`src/rtl/gawa_ram.sv`:
```
// Generic simple dual-port RAM: one write port, one read port, registered read.
// No dependencies; used for every store of the aligner.
`default_nettype none

module gawa_ram #(
    parameter int WIDTH = 8,
    parameter int DEPTH = 256
) (
    input  wire logic                     i_clk,
    input  wire logic                     i_we,
    input  wire logic [$clog2(DEPTH)-1:0] i_waddr,
    input  wire logic [WIDTH-1:0]         i_wdata,
    input  wire logic [$clog2(DEPTH)-1:0] i_raddr,
    output logic      [WIDTH-1:0]         o_rdata
);

    logic [WIDTH-1:0] r_mem [DEPTH];

    // Write port and registered read port.
    always_ff @(posedge i_clk) begin
        if (i_we) begin
            r_mem[i_waddr] <= i_wdata;
        end
        o_rdata <= r_mem[i_raddr];
    end

endmodule

`default_nettype wire

```
`config.mk`:
```
export PLATFORM = sky130hd
export DESIGN_NAME = gawa_ram
export DESIGN_NICKNAME = d
export VERILOG_FILES = /design/src/rtl/gawa_ram.sv
export SDC_FILE = /design/constraint.sdc
export NUM_CORES = 2
export LEC_CHECK = 0
export ABC_AREA = 1
export BUFFER_PORTS_ARGS = -buffer_cell sky130_fd_sc_hd__buf_4
export CAP_MARGIN = 40
export CORE_MARGIN = 5
export CORE_UTILIZATION = 55
export CTS_BUF_LIST = sky130_fd_sc_hd__clkbuf_4
export DETAILED_ROUTE_END_ITERATION = 12
export PLACE_DENSITY_LB_ADDON = 0.05
export SYNTH_ARGS = -nofsm -noshare
export SYNTH_HDL_FRONTEND = slang
export SYNTH_SLANG_ARGS = --single-unit
```
`constraint.sdc`:
```
create_clock -name i_clk -period 2.2 [get_ports i_clk]
set_input_delay 0.33 -clock i_clk [delete_from_list [all_inputs] [get_ports i_clk]]
set_output_delay 0.33 -clock i_clk [all_outputs]
set_load 0.005 [all_outputs]
```
==> run metrics <==
die area between 0.15 and 0.2 mm^2; routed vias/inst 5.808; failing checks setup timing; most common cell after layout, fill and taps aside nand2_1; number of routed nets with antenna violations 0; Max Cap Viol 0; DP Area between 0.09 and 0.1 mm^2; Hold Path Class primary input to flop; Tot GR Track Use a little under a third; vias in the first global route 56,980; CP startpoint o_rdata[1]; share of the yosys chip area belonging to registers 73.94%; die width around 400 um; final net count 7,842; worst skew pair latency 1.35 ns; Non-Filler Cell Area, Final around 0.1 mm^2; Tcrit/Tclk final 102.0%; GRT overflow 0; Mapped Nets around 7,000; synth top area cells edfxtp_1 74%, nand3_1 12%, nand2_1 9.6%; Critical Path Max Stage Delay ~0.44 ns; Worst Reg-to-Reg Cells 11; Setup CP Type flop to primary output; clk slew on worst S/H paths ~0.070 ns; Initial Util about 55%; PD cells a little over 800 mW/mm^2; CTS max path bufs 4; clk_skew roughly 0.097 ns; CTS Root Buffer Type clkbuf_4; syn avg cell area 11.91 um^2; CP Depth 1; maximum clock rate 445.6 MHz; Arrival @ worst endpoint around 1.9 ns; post-synth design cell area between 0.08 and 0.09 mm^2; vias roughly 59,000; Post-Route WL 245,700 um; unrepaired setup endpoints after global routing true; share of cells above drive strength 1 between 10% and 20%; htree depth 6; Rows 142; cells after synthesis between 7,000 and 8,000; IO Count 34; CTS Sinks slightly above 2,000; Yosys top cell area share 73.74%; worst slack at placement -0.3626 ns; setup violators final 4; synthesis warning total 0; Worst Setup End Kind primary output; largest net degree at the start of global routing between 80 and 90; IO Port Bufs 33; worst path bufs/invs 1; Reg2Reg Setup Slack 0.12 ns; post-route setup slack -0.04435 ns; chip height 399.4 um; worst vdd ir approximately 0.66 mV; Data required, critical path ~1.9 ns; Period minus WS final between 2 and 2.5 ns; gpl congestion 0.9129; number of non-filler instances in the completed layout around 10,000; r2r endpoint o_rdata[5]; maximum fanout along the worst path 1; cells along the critical path buf_6; area leader, netlist edfxtp_1; Least-Margin Pin Slew 0.8689 ns; synthesis-stage register bit count around 2,100; Yosys cell types 14; Placed Cells approximately 9,000; CTS Buf Count 555; leak pwr between 0.03 and 0.04 uW; CTS tree yes; CP Launch Type flop; CP delay by family, top flip-flops; Avg WL per Cell between 20 and 25 um; 1st-iter DRT viols 7,273; Final Max Slew Viols 0; most frequent cells in the layout 2,119 x nand2_1, 2,048 x edfxtp_1, 2,017 x nand3_1; slowest stage cell, crit path dfxtp_4; Detailed Place HPWL roughly 150,000 um; worst r2r src r_mem[220][5]; core footprint between 0.15 and 0.2 mm^2; Rel. slew slack a little over two fifths; first-pass GRT wire length about 360,000 um; crit path to o_rdata[1]; status finished with violations; Hold Fails Final Rpt 0; Layout Area Growth over Synthesis 17.35%; Initial DRT Pass Iterations 6; initial antenna violation count 10; Remaining DRCs 0
==> cell families after synthesis <==
family	share of synthesized area [%]
and+or+nand+nor	22.95
DFF	73.94
buffers and inverters	3.119
==> area by class of cell <==
type                       instances  area (um^2)
inverter                          39        180.2
tap                             2016         2522
timing repair buffer             739         7695
fill                           11730        52440
clock buffer                     805         6043
clock inverter                   112        544.3
multi-input combinational       4425        19160
sequential                      2056        61690
antenna                           12        30.03
==> layer usage <==
| layer | track usage (%) | wire (um) | up-vias | share of wire, % |
|---|---|---|---|---|
| met5 | 0 | 13 | - | 0.0053 |
| met4 | 9.738 | 6454 | 2 | 2.6 |
| met3 | 6.150 | 24650 | 456 | 10 |
| met2 | 46.89 | 112700 | 3210 | 46 |
| met1 | 45.27 | 102000 | 28730 | 41 |
| li1 | - | - | 26870 | - |
==> power breakdown <==
| group | total, uW | switching, uW | internal (uW) |
|---|---|---|---|
| combinational | 5800 | 3990 | 1810 |
| sequential | 43200 | 84.5 | 43200 |
| clock | 32400 | 15200 | 17100 |
==> synthesized netlist by cell type (all sizes together) <==
master,number
buf,371
nand2,2123
inv,39
clkbuf,112
nand3,2019
edfxtp,2048
nor2,283
dfxtp,8
==> repair_timing <==
item,in CTS,in global routing
gates cloned,0,1
resized for setup,24,5
endpoints found under the setup margin,8,30
endpoints found under the hold margin,3639,0
setup buffers,0,0
hold buffers,48,0
==> state kept, by name, indices dropped and copies added, names as in the netlist <==
register  cells
o_rdata       8
r_mem      2048
==> how the worst min path moves through the flow <==
| stage | startpoint | endpoint | slack (ns) | depth (start not counted) |
|---|---|---|---|---|
| floorplan | i_wdata[0] | r_mem[0][0] | 0.43 | 0 |
| global placement | i_raddr[7] | o_rdata[6] | 0.68 | 3 |
| detailed placement | i_wdata[2] | r_mem[48][2] | 0.69 | 1 |
| CTS | i_wdata[0] | r_mem[145][0] | 0.0008 | 3 |
| global route | i_wdata[0] | r_mem[148][0] | 0.01 | 3 |
| finish | i_wdata[2] | r_mem[45][2] | 0.10 | 3 |
==> stage by stage <==
step	total power, uW	setup TNS (ns)	utilization [%]	hold slack (ns)
finish	81410	-0.07995	65.11	0.1048
global route	84690	-0.5782	65.10	0.01325
CTS	81940	-0.5702	65.07	0.0007636
detailed placement	49690	-2.315	60.30	0.6942
global placement	49640	-2.178	60.30	0.6837
floorplan	46700	0	-	0.4289
Power figures use the tool's default switching activity.
